### config.mk
export PLATFORM = sky130hd
export DESIGN_NAME = sm3_hash_engine_flat
export DESIGN_NICKNAME = d
export VERILOG_FILES = /design/src/rtl/core/sm3_pkg.sv /design/src/rtl/core/sm3_stream_if.sv /design/src/rtl/core/sm3_hash_engine.sv /design/src/rtl/core/sm3_ctrl.sv /design/src/rtl/core/sm3_datapath.sv /design/src/flat_wrapper.sv
export SDC_FILE = /design/constraint.sdc
export NUM_CORES = 2
export LEC_CHECK = 0
export BUFFER_PORTS_ARGS = -buffer_cell sky130_fd_sc_hd__buf_2
export CAP_MARGIN = 10
export CORE_UTILIZATION = 40
export DETAILED_ROUTE_END_ITERATION = 8
export GPL_ROUTABILITY_DRIVEN = 0
export PLACE_DENSITY_LB_ADDON = 0.2
export SLEW_MARGIN = 10
export SYNTH_ARGS = -nofsm -noshare
export SYNTH_HDL_FRONTEND = slang
export SYNTH_SLANG_ARGS = --single-unit
### constraint.sdc
create_clock -name clock -period 36.1 [get_ports clock]
set_clock_uncertainty 0.05 [all_clocks]
set_input_delay 5.415 -clock clock [delete_from_list [all_inputs] [get_ports clock]]
set_output_delay 5.415 -clock clock [all_outputs]
set_load 0.01 [all_outputs]
### src/rtl/core/sm3_pkg.sv
// ----------------------------------------------------------------------------
// SM3 hash engine package
// Shared types, constants and round helper functions.
// ----------------------------------------------------------------------------
package sm3_pkg;

   localparam int WordWidth = 32;

   // Controller states
   typedef enum logic [2:0] {
      ST_IDLE,
      ST_DATA,
      ST_PAD,
      ST_LEN,
      ST_LOAD,
      ST_ROUND,
      ST_FOLD,
      ST_EMIT
   } state_type;

   // Source of the byte shifted into the block buffer
   typedef enum logic [1:0] {
      SRC_DATA,
      SRC_PAD80,
      SRC_ZERO,
      SRC_LEN
   } byte_src_type;

   // Controller to datapath commands
   typedef struct packed {
      logic         load_item;
      logic         put_byte;
      byte_src_type byte_src;
      logic [2:0]   byte_idx;
      logic         count_len;
      logic         load_work;
      logic         round;
      logic [5:0]   round_idx;
      logic         fold;
      logic [2:0]   emit_idx;
      logic         finish;
   } cmd_type;

   localparam logic [7:0][31:0] SM3_IV = {
      32'hb0fb0e4e, 32'he38dee4d, 32'h163138aa, 32'ha96f30bc,
      32'hda8a0600, 32'h172442d7, 32'h4914b2b9, 32'h7380166f
   };

   localparam logic [31:0] T_LOW       = 32'h79cc4519;
   // rotl(0x7a879d8a, 16), the round constant as first used in round 16
   localparam logic [31:0] T_HIGH_ROT  = 32'h9d8a7a87;
   localparam logic [7:0]  PAD_BYTE    = 8'h80;

   function automatic logic [31:0] rotl(input logic [31:0] x, input int k);
      rotl = (x << k) | (x >> (32 - k));
   endfunction

   function automatic logic [31:0] perm0(input logic [31:0] x);
      perm0 = x ^ rotl(x, 9) ^ rotl(x, 17);
   endfunction

   function automatic logic [31:0] perm1(input logic [31:0] x);
      perm1 = x ^ rotl(x, 15) ^ rotl(x, 23);
   endfunction

endpackage

### src/rtl/core/sm3_stream_if.sv
// ----------------------------------------------------------------------------
// SM3 stream interfaces
// Valid/ready channels for message items and digest items.
// ----------------------------------------------------------------------------
interface sm3_req_if;
   logic        valid;
   logic        ready;
   logic [31:0] message_word;
   logic [2:0]  valid_bytes;
   logic        last_chunk;

   modport source (output valid, message_word, valid_bytes, last_chunk, input ready);
   modport sink   (input valid, message_word, valid_bytes, last_chunk, output ready);
endinterface

interface sm3_rsp_if;
   logic        valid;
   logic        ready;
   logic [31:0] digest_word;
   logic [2:0]  word_index;
   logic        last_word;

   modport source (output valid, digest_word, word_index, last_word, input ready);
   modport sink   (input valid, digest_word, word_index, last_word, output ready);
endinterface

### src/rtl/core/sm3_hash_engine.sv
// ----------------------------------------------------------------------------
// SM3 hash engine
// Streaming SM3 digest over big-endian message words.
// ----------------------------------------------------------------------------
// Usage:
//   req_ch carries message items: message_word, valid_bytes (0..4, values
//   above 4 count as 4) and last_chunk. Bytes are packed one per cycle
//   while no block is compressed. Each full 64-byte block is compressed in a
//   load step, 64 rounds of the shared round unit (one round per cycle) and
//   a chain fold step. An item is latched in the idle state; its valid bytes
//   are packed next; a full block is compressed before packing goes on.
//   A last item adds the 0x80 pad, zeros and the 8-byte bit length, one
//   byte per cycle between its one or two compressions, then eight rsp_ch
//   items (digest words 0..7, last_word on word 7), one per cycle while taken.
//   req_ch.ready is high only while the engine is idle. A stalled receiver
//   holds the current digest word; no input is taken until all eight are
//   delivered. Reset returns the chain to the IV and clears the length.
// ----------------------------------------------------------------------------
module sm3_hash_engine (
   input  logic      clock,
   input  logic      reset,
   sm3_req_if.sink   req_ch,
   sm3_rsp_if.source rsp_ch
);

   sm3_pkg::cmd_type cmd;

   sm3_ctrl u_ctrl (
      .clock           (clock),
      .reset           (reset),
      .req_valid       (req_ch.valid),
      .req_valid_bytes (req_ch.valid_bytes),
      .req_last        (req_ch.last_chunk),
      .req_ready       (req_ch.ready),
      .rsp_valid       (rsp_ch.valid),
      .rsp_ready       (rsp_ch.ready),
      .cmd             (cmd)
   );

   sm3_datapath u_datapath (
      .clock        (clock),
      .reset        (reset),
      .cmd          (cmd),
      .message_word (req_ch.message_word),
      .digest_word  (rsp_ch.digest_word)
   );

   assign rsp_ch.word_index = cmd.emit_idx;
   assign rsp_ch.last_word  = (cmd.emit_idx == 3'd7);

   // input and output never open together
   a_excl: assert property (@(posedge clock) disable iff (reset)
      !(req_ch.ready && rsp_ch.valid))
      else $error("ready and result valid both high");

   // final digest word taken returns engine to idle
   a_done: assert property (@(posedge clock) disable iff (reset)
      (rsp_ch.valid && rsp_ch.ready && rsp_ch.last_word) |=> req_ch.ready)
      else $error("not idle after last digest word");

   // an empty non-final item is absorbed at once
   a_empty: assert property (@(posedge clock) disable iff (reset)
      (req_ch.valid && req_ch.ready && req_ch.valid_bytes == 3'd0
       && !req_ch.last_chunk) |=> req_ch.ready)
      else $error("empty item not absorbed");

endmodule

### src/rtl/core/sm3_ctrl.sv
// ----------------------------------------------------------------------------
// SM3 controller
// Sequences byte packing, padding, compression rounds and digest output.
// ----------------------------------------------------------------------------
module sm3_ctrl (
   input  logic             clock,
   input  logic             reset,
   input  logic             req_valid,
   input  logic [2:0]       req_valid_bytes,
   input  logic             req_last,
   output logic             req_ready,
   output logic             rsp_valid,
   input  logic             rsp_ready,
   output sm3_pkg::cmd_type cmd
);

   sm3_pkg::state_type state_ff, state_in, ret_ff, ret_in;
   logic [2:0] rem_ff, rem_in;
   logic [1:0] bidx_ff, bidx_in;
   logic       last_ff, last_in;
   logic       sent80_ff, sent80_in;
   logic [5:0] fill_ff, fill_in;
   logic [2:0] lidx_ff, lidx_in;
   logic [5:0] round_ff, round_in;
   logic [2:0] eidx_ff, eidx_in;
   logic [2:0] nb_clamp;
   logic       fill_end;

   // counts above four act as four
   assign nb_clamp = (req_valid_bytes > 3'd4) ? 3'd4 : req_valid_bytes;
   assign fill_end = (fill_ff == 6'd63);

   // next state
   always_comb begin
      state_in = state_ff;
      ret_in   = ret_ff;
      unique case (state_ff)
         sm3_pkg::ST_IDLE: begin
            if (req_valid) begin
               if (nb_clamp != 3'd0) state_in = sm3_pkg::ST_DATA;
               else if (req_last)    state_in = sm3_pkg::ST_PAD;
            end
         end
         sm3_pkg::ST_DATA: begin
            if (fill_end) begin
               state_in = sm3_pkg::ST_LOAD;
               if (rem_ff != 3'd1) ret_in = sm3_pkg::ST_DATA;
               else if (last_ff)   ret_in = sm3_pkg::ST_PAD;
               else                ret_in = sm3_pkg::ST_IDLE;
            end else if (rem_ff == 3'd1) begin
               state_in = last_ff ? sm3_pkg::ST_PAD : sm3_pkg::ST_IDLE;
            end
         end
         sm3_pkg::ST_PAD: begin
            if (fill_end) begin
               state_in = sm3_pkg::ST_LOAD;
               ret_in   = sm3_pkg::ST_PAD;
            end else if (fill_ff == 6'd55) begin
               state_in = sm3_pkg::ST_LEN;
            end
         end
         sm3_pkg::ST_LEN: begin
            if (fill_end) begin
               state_in = sm3_pkg::ST_LOAD;
               ret_in   = sm3_pkg::ST_EMIT;
            end
         end
         sm3_pkg::ST_LOAD:  state_in = sm3_pkg::ST_ROUND;
         sm3_pkg::ST_ROUND: if (round_ff == 6'd63) state_in = sm3_pkg::ST_FOLD;
         sm3_pkg::ST_FOLD:  state_in = ret_ff;
         sm3_pkg::ST_EMIT:  if (rsp_ready && eidx_ff == 3'd7) state_in = sm3_pkg::ST_IDLE;
         default:           state_in = sm3_pkg::ST_IDLE;
      endcase
   end

   // counters
   always_comb begin
      rem_in    = rem_ff;
      bidx_in   = bidx_ff;
      last_in   = last_ff;
      sent80_in = sent80_ff;
      fill_in   = fill_ff;
      lidx_in   = lidx_ff;
      round_in  = round_ff;
      eidx_in   = eidx_ff;
      unique case (state_ff)
         sm3_pkg::ST_IDLE: begin
            if (req_valid) begin
               rem_in    = nb_clamp;
               bidx_in   = 2'd0;
               last_in   = req_last;
               sent80_in = 1'b0;
               lidx_in   = 3'd0;
               eidx_in   = 3'd0;
            end
         end
         sm3_pkg::ST_DATA: begin
            rem_in  = rem_ff - 3'd1;
            bidx_in = bidx_ff + 2'd1;
            fill_in = fill_ff + 6'd1;
         end
         sm3_pkg::ST_PAD: begin
            sent80_in = 1'b1;
            fill_in   = fill_ff + 6'd1;
         end
         sm3_pkg::ST_LEN: begin
            lidx_in = lidx_ff + 3'd1;
            fill_in = fill_ff + 6'd1;
         end
         sm3_pkg::ST_LOAD:  round_in = 6'd0;
         sm3_pkg::ST_ROUND: round_in = round_ff + 6'd1;
         sm3_pkg::ST_FOLD:  ;
         sm3_pkg::ST_EMIT:  if (rsp_ready) eidx_in = eidx_ff + 3'd1;
         default:           ;
      endcase
   end

   // outputs
   always_comb begin
      req_ready = 1'b0;
      rsp_valid = 1'b0;
      cmd       = '0;
      cmd.round_idx = round_ff;
      cmd.emit_idx  = eidx_ff;
      unique case (state_ff)
         sm3_pkg::ST_IDLE: begin
            req_ready     = 1'b1;
            cmd.load_item = req_valid;
         end
         sm3_pkg::ST_DATA: begin
            cmd.put_byte  = 1'b1;
            cmd.byte_src  = sm3_pkg::SRC_DATA;
            cmd.byte_idx  = {1'b0, bidx_ff};
            cmd.count_len = 1'b1;
         end
         sm3_pkg::ST_PAD: begin
            cmd.put_byte = 1'b1;
            cmd.byte_src = sent80_ff ? sm3_pkg::SRC_ZERO : sm3_pkg::SRC_PAD80;
         end
         sm3_pkg::ST_LEN: begin
            cmd.put_byte = 1'b1;
            cmd.byte_src = sm3_pkg::SRC_LEN;
            cmd.byte_idx = lidx_ff;
         end
         sm3_pkg::ST_LOAD:  cmd.load_work = 1'b1;
         sm3_pkg::ST_ROUND: cmd.round = 1'b1;
         sm3_pkg::ST_FOLD:  cmd.fold = 1'b1;
         sm3_pkg::ST_EMIT: begin
            rsp_valid  = 1'b1;
            cmd.finish = rsp_ready && (eidx_ff == 3'd7);
         end
         default: ;
      endcase
   end

   always_ff @(posedge clock) begin
      if (reset) begin
         state_ff  <= sm3_pkg::ST_IDLE;
         ret_ff    <= sm3_pkg::ST_IDLE;
         rem_ff    <= 3'd0;
         bidx_ff   <= 2'd0;
         last_ff   <= 1'b0;
         sent80_ff <= 1'b0;
         fill_ff   <= 6'd0;
         lidx_ff   <= 3'd0;
         round_ff  <= 6'd0;
         eidx_ff   <= 3'd0;
      end else begin
         state_ff  <= state_in;
         ret_ff    <= ret_in;
         rem_ff    <= rem_in;
         bidx_ff   <= bidx_in;
         last_ff   <= last_in;
         sent80_ff <= sent80_in;
         fill_ff   <= fill_in;
         lidx_ff   <= lidx_in;
         round_ff  <= round_in;
         eidx_ff   <= eidx_in;
      end
   end

endmodule

### src/rtl/core/sm3_datapath.sv
// ----------------------------------------------------------------------------
// SM3 datapath
// Block buffer, expansion window, one compression round per cycle, chain.
// ----------------------------------------------------------------------------
module sm3_datapath (
   input  logic             clock,
   input  logic             reset,
   input  sm3_pkg::cmd_type cmd,
   input  logic [31:0]      message_word,
   output logic [31:0]      digest_word
);

   logic [31:0]      word_ff;
   logic [511:0]     block_ff;
   logic [15:0][31:0] win_ff;
   logic [7:0][31:0] work_ff;
   logic [7:0][31:0] chain_ff;
   logic [60:0]      len_ff;
   logic [31:0]      tj_ff;
   logic [7:0]       byte_val;
   logic [63:0]      len_bits;
   logic [63:0]      len_sh;
   logic [31:0]      w_new, a12, ss1, ss2, tt1, tt2, ff_v, gg_v;
   logic             early;

   // byte to shift into the block
   assign len_bits = {len_ff, 3'b000};
   assign len_sh   = len_bits >> {~cmd.byte_idx, 3'b000};
   always_comb begin
      unique case (cmd.byte_src)
         sm3_pkg::SRC_DATA: begin
            unique case (cmd.byte_idx[1:0])
               2'd0: byte_val = word_ff[31:24];
               2'd1: byte_val = word_ff[23:16];
               2'd2: byte_val = word_ff[15:8];
               default: byte_val = word_ff[7:0];
            endcase
         end
         sm3_pkg::SRC_PAD80: byte_val = sm3_pkg::PAD_BYTE;
         sm3_pkg::SRC_ZERO:  byte_val = 8'h00;
         default:            byte_val = len_sh[7:0];
      endcase
   end

   // message expansion: window slot 0 holds W[j]
   assign w_new = sm3_pkg::perm1(win_ff[0] ^ win_ff[7] ^ sm3_pkg::rotl(win_ff[13], 15))
                ^ sm3_pkg::rotl(win_ff[3], 7) ^ win_ff[10];

   // compression round
   assign early = (cmd.round_idx < 6'd16);
   assign a12   = sm3_pkg::rotl(work_ff[0], 12);
   assign ss1   = sm3_pkg::rotl(a12 + work_ff[4] + tj_ff, 7);
   assign ss2   = ss1 ^ a12;
   assign ff_v  = early ? (work_ff[0] ^ work_ff[1] ^ work_ff[2])
                        : ((work_ff[0] & work_ff[1]) | (work_ff[0] & work_ff[2])
                           | (work_ff[1] & work_ff[2]));
   assign gg_v  = early ? (work_ff[4] ^ work_ff[5] ^ work_ff[6])
                        : ((work_ff[4] & work_ff[5]) | (~work_ff[4] & work_ff[6]));
   assign tt1   = ff_v + work_ff[3] + ss2 + (win_ff[0] ^ win_ff[4]);
   assign tt2   = gg_v + work_ff[7] + ss1 + win_ff[0];

   assign digest_word = chain_ff[cmd.emit_idx];

   // item latch, block buffer, window, round constant
   always_ff @(posedge clock) begin
      if (cmd.load_item) word_ff <= message_word;
      if (cmd.put_byte)  block_ff <= {block_ff[503:0], byte_val};
      if (cmd.load_work) begin
         for (int k = 0; k < 16; k++) win_ff[k] <= block_ff[511 - 32 * k -: 32];
         tj_ff <= sm3_pkg::T_LOW;
      end else if (cmd.round) begin
         win_ff <= {w_new, win_ff[15:1]};
         tj_ff  <= (cmd.round_idx == 6'd15) ? sm3_pkg::T_HIGH_ROT
                                             : sm3_pkg::rotl(tj_ff, 1);
      end
   end

   // working registers, chain value, length
   always_ff @(posedge clock) begin
      if (reset) begin
         work_ff  <= '0;
         chain_ff <= sm3_pkg::SM3_IV;
         len_ff   <= '0;
      end else begin
         if (cmd.load_work) begin
            work_ff <= chain_ff;
         end else if (cmd.round) begin
            work_ff[0] <= tt1;
            work_ff[1] <= work_ff[0];
            work_ff[2] <= sm3_pkg::rotl(work_ff[1], 9);
            work_ff[3] <= work_ff[2];
            work_ff[4] <= sm3_pkg::perm0(tt2);
            work_ff[5] <= work_ff[4];
            work_ff[6] <= sm3_pkg::rotl(work_ff[5], 19);
            work_ff[7] <= work_ff[6];
         end
         if (cmd.fold)        chain_ff <= chain_ff ^ work_ff;
         else if (cmd.finish) chain_ff <= sm3_pkg::SM3_IV;
         if (cmd.count_len)   len_ff <= len_ff + 61'd1;
         else if (cmd.finish) len_ff <= '0;
      end
   end

endmodule
### src/flat_wrapper.sv
// flat-port wrapper written by rule: the top's interface ports become plain ports
module sm3_hash_engine_flat 
  (clock, reset, req_ch_valid, req_ch_message_word, req_ch_valid_bytes, req_ch_last_chunk, req_ch_ready, rsp_ch_valid, rsp_ch_digest_word, rsp_ch_word_index, rsp_ch_last_word, rsp_ch_ready);
  sm3_req_if req_ch_i ();
  sm3_rsp_if rsp_ch_i ();
  input  logic clock;
  input  logic reset;
  input wire logic [$bits(req_ch_i.valid)-1:0] req_ch_valid;
  input wire logic [$bits(req_ch_i.message_word)-1:0] req_ch_message_word;
  input wire logic [$bits(req_ch_i.valid_bytes)-1:0] req_ch_valid_bytes;
  input wire logic [$bits(req_ch_i.last_chunk)-1:0] req_ch_last_chunk;
  output wire logic [$bits(req_ch_i.ready)-1:0] req_ch_ready;
  output wire logic [$bits(rsp_ch_i.valid)-1:0] rsp_ch_valid;
  output wire logic [$bits(rsp_ch_i.digest_word)-1:0] rsp_ch_digest_word;
  output wire logic [$bits(rsp_ch_i.word_index)-1:0] rsp_ch_word_index;
  output wire logic [$bits(rsp_ch_i.last_word)-1:0] rsp_ch_last_word;
  input wire logic [$bits(rsp_ch_i.ready)-1:0] rsp_ch_ready;
  assign req_ch_i.valid = req_ch_valid;
  assign req_ch_i.message_word = req_ch_message_word;
  assign req_ch_i.valid_bytes = req_ch_valid_bytes;
  assign req_ch_i.last_chunk = req_ch_last_chunk;
  assign req_ch_ready = req_ch_i.ready;
  assign rsp_ch_valid = rsp_ch_i.valid;
  assign rsp_ch_digest_word = rsp_ch_i.digest_word;
  assign rsp_ch_word_index = rsp_ch_i.word_index;
  assign rsp_ch_last_word = rsp_ch_i.last_word;
  assign rsp_ch_i.ready = rsp_ch_ready;
  sm3_hash_engine u_core (.clock(clock), .reset(reset), .req_ch(req_ch_i), .rsp_ch(rsp_ch_i));
endmodule
==> impl_results.md <==
- Antenna violations before repair: 7
- Worst-path clk slew: 60 ps
- Detailed Route WL: 234000 µm
- Site row count: 164
- Final min period: 9320 ps
- Number of I/O pins: 78
- Worst setup SP type: flop
- Pre-antenna DRT Iters: 5
- DPL Wire Length: 160000 µm
- EDFF count, synth: 1056
- Post-synth top area share: 0.394
- Relative slew slack: 0.0668
- Post-Syn Area: 80400 µm²
- Pwr/cell area: 57.3 nW/µm²
- WHS Path Cells: 0
- Detailed-route DRC error count: 0
- Sequential fraction of the synthesis area: 0.553
- Multi-input gate area: 33600 µm²
- Core ar.: 200000 µm²
- Clock latency on the worst-skew pair: 840 ps
- Buffers added on ports: 77
- CTS HTree Levels: 4
- CTS root buf: clkbuf_16
- ANT nets after route: 0
- Register area: 44500 µm²
- YS warnings: 0
- Layout cells sized above 1: 0.0914
- Design area: 89100 µm²
- HP Class: reg -> reg
- FF-to-FF setup slack: 27400 ps
- DR vias/cell: 5.48
- Mapped Cells: 7551
- Filler cells: 18600
- Async S/R FF share, synth: 0
- Iteration-0 DRC Markers: 5249
- Critical path class: reg -> out
- P_leak: 32.1 nW
- Worst slew pin tran: 1390 ps
- GRT Total Usage: 0.227
- Clk sinks: 1692
- Hold Startpoint: u_core.u_datapath.block_ff[157]
- Max Freq: 0.107 GHz
- Worst Setup End Kind: output pin
- Dominant synthesized flop cell: edfxtp_1
- Worst reg2reg path depth: 31
- Avg Cell Area, Syn: 10.6 µm²
- Final Max Tran Viols: 0
- Syn Nets: 7879
- GR Overflow Total: 0
- Via count: 56200
- VDD IR-drop max: 0.0765 mV
- Max Cap Viol: 0
- Post-synth cell types: 77
- Hold Path End: u_core.u_datapath.block_ff[165]
- Final #Nets: 7775
- #FFs+latches synth: 1692
- Setup TNS: 0 ps
- Worst R2R Start: u_core.u_datapath.work_ff[21]
- Starting Density: 0.403
- Crit path arrival time: 3860 ps
- CTS Buf Count: 182
- Tcrit/Tclk final: 0.258
- Bufs on Longest Clock Path: 3
- Number of gates resized after cts: 0
- Number of global-route vias before repair: 53600
- Dpl cell area: 83100 µm²
- Critical Path RT: 30630 ps
- First-pass GRT wire length: 349000 µm
- Post-synth top area cell: edfxtp_1
- Layout area overhead: 10.8%
- Largest net degree at the start of global routing: 227
- Synth cell count leaders: 1832 x nand2_1, 1056 x edfxtp_1, 636 x dfxtp_1
- Critical R2R Capture: u_core.u_datapath.work_ff[30]
- Postcts setup bufs: 0
- Largest fanout on the critical path: 35
- Status: finished, final reports clean
- Final hold vios: 0
- Die area: 203000 µm²
- CTS tree: yes
- Unrepaired setup endpoints after global routing: no
- DR WL/cell: 22.8 µm
- Ranking of synthesized cells by area: edfxtp_1 39%, dfxtp_1 16%, nand2_1 8.6%
- DIE WIDTH: 450 µm
- Final setup fails: 0
- Most frequent cell after synthesis: nand2_1
- Die height: 450 µm
- Hold Buf Count CTS: 0
[worst max-delay path by stage]
stage                                             start  slack (ps)                               to
after global routing           u_core.u_ctrl.eidx_ff[0]       26670           rsp_ch_digest_word[17]
after global placement    u_core.u_datapath.work_ff[21]       27540    u_core.u_datapath.work_ff[30]
after detailed placement                   rsp_ch_ready       27510  u_core.u_datapath.chain_ff[181]
after floorplan               u_core.u_ctrl.state_ff[1]       19820      u_core.u_datapath.tj_ff[10]
final                          u_core.u_ctrl.eidx_ff[0]       26780           rsp_ch_digest_word[13]
after CTS                      u_core.u_ctrl.eidx_ff[0]       26740           rsp_ch_digest_word[13]
[routing by layer]
metal,wire length (µm),part of all wire,global-route usage,vias up
li1,-,-,-,26100
met1,107000,0.46,0.325,28000
met2,105000,0.45,0.347,1659
met3,13500,0.058,0.0333,377
met4,9370,0.040,0.0898,0
met5,0,0,0,-
[state kept, by name, summed over array words and instances, names as in the netlist, 2 cells and up]
name,count
u_core.u_ctrl.eidx_ff,3
u_core.u_ctrl.fill_ff,6
u_core.u_datapath.word_ff,32
u_core.u_ctrl.lidx_ff,3
u_core.u_datapath.len_ff,61
u_core.u_ctrl.bidx_ff,2
u_core.u_datapath.work_ff,256
u_core.u_datapath.win_ff,512
u_core.u_ctrl.rem_ff,3
u_core.u_ctrl.state_ff,3
u_core.u_ctrl.ret_ff,3
u_core.u_datapath.tj_ff,32
u_core.u_ctrl.round_ff,6
u_core.u_datapath.chain_ff,256
u_core.u_datapath.block_ff,512
[placed cells by master (no fill, tap or decap), types with 18 or more instances in the layout]
master and n:
nand2_1 1830, a21o_1 41, nand4_1 26, nand3_1 200, nor2_1 408, or3_1 41, o21ai_0 283, buf_4 58
o21bai_1 18, inv_1 186, clkbuf_1 50, buf_2 76, ha_1 100, and3_1 136, xnor2_1 339, nor3_1 42
dfxtp_1 632, o21a_1 20, xor2_1 88, edfxtp_1 1056, fa_1 188, clkinv_2 20, clkinv_1 29, or2_2 142
mux2_2 59, a21oi_1 427, a211oi_1 256, clkbuf_16 185, a31oi_1 31, mux2i_1 289, mux4_2 69, o211ai_1 40
[metrics by stage]
step           instances  utilization  total power [mW]  hold slack, ps  setup WS [ps]
2_1_floorplan       7551            -              3.23             376          19820
6_report           10300        0.446              5.10             384          26780
3_3_place_gp        9919        0.416              3.24             378          27540
4_1_cts            10300        0.446              5.15             383          26740
3_5_place_dp        9919        0.416              3.26             381          27510
5_1_grt            10300        0.446              5.29             397          26670
[power by group]
group          switching [mW]  total, mW  internal (mW)
Sequential              0.148       2.61           2.47
Clock                   0.811       1.89           1.08
Combinational           0.430      0.603          0.172
[cell type report]
| class | instances | share of cell area |
|---|---|---|
| clock buffer | 244 | 0.0555 |
| clock inverter | 90 | 0.0118 |
| inverter | 187 | 0.00796 |
| timing repair buffer | 142 | 0.0109 |
| sequential | 1692 | 0.499 |
| antenna | 1 | 0.0000281 |
| multi-input combinational | 5242 | 0.378 |
| tap | 2656 | 0.0373 |
[critical path: stages, from the launching register on]
cell	delay, ps
dfxtp_4	880
buf_4	820
mux4_2	710
mux2_2	390
buf_2	180
[cells by family after synthesis]
family / count (synthesis) / share of synthesized area
flip-flops: 1692 / 0.553
adder cells (fa/ha/maj): 288 / 0.0624
XOR/XNOR: 430 / 0.0474
multiplexers: 417 / 0.0636
AO/OA/AOI/OAI: 1201 / 0.0912
AND/OR/NAND/NOR: 2906 / 0.153
buffers and inverters: 617 / 0.0293
No activity file was read; power rests on OpenSTA's default activity.
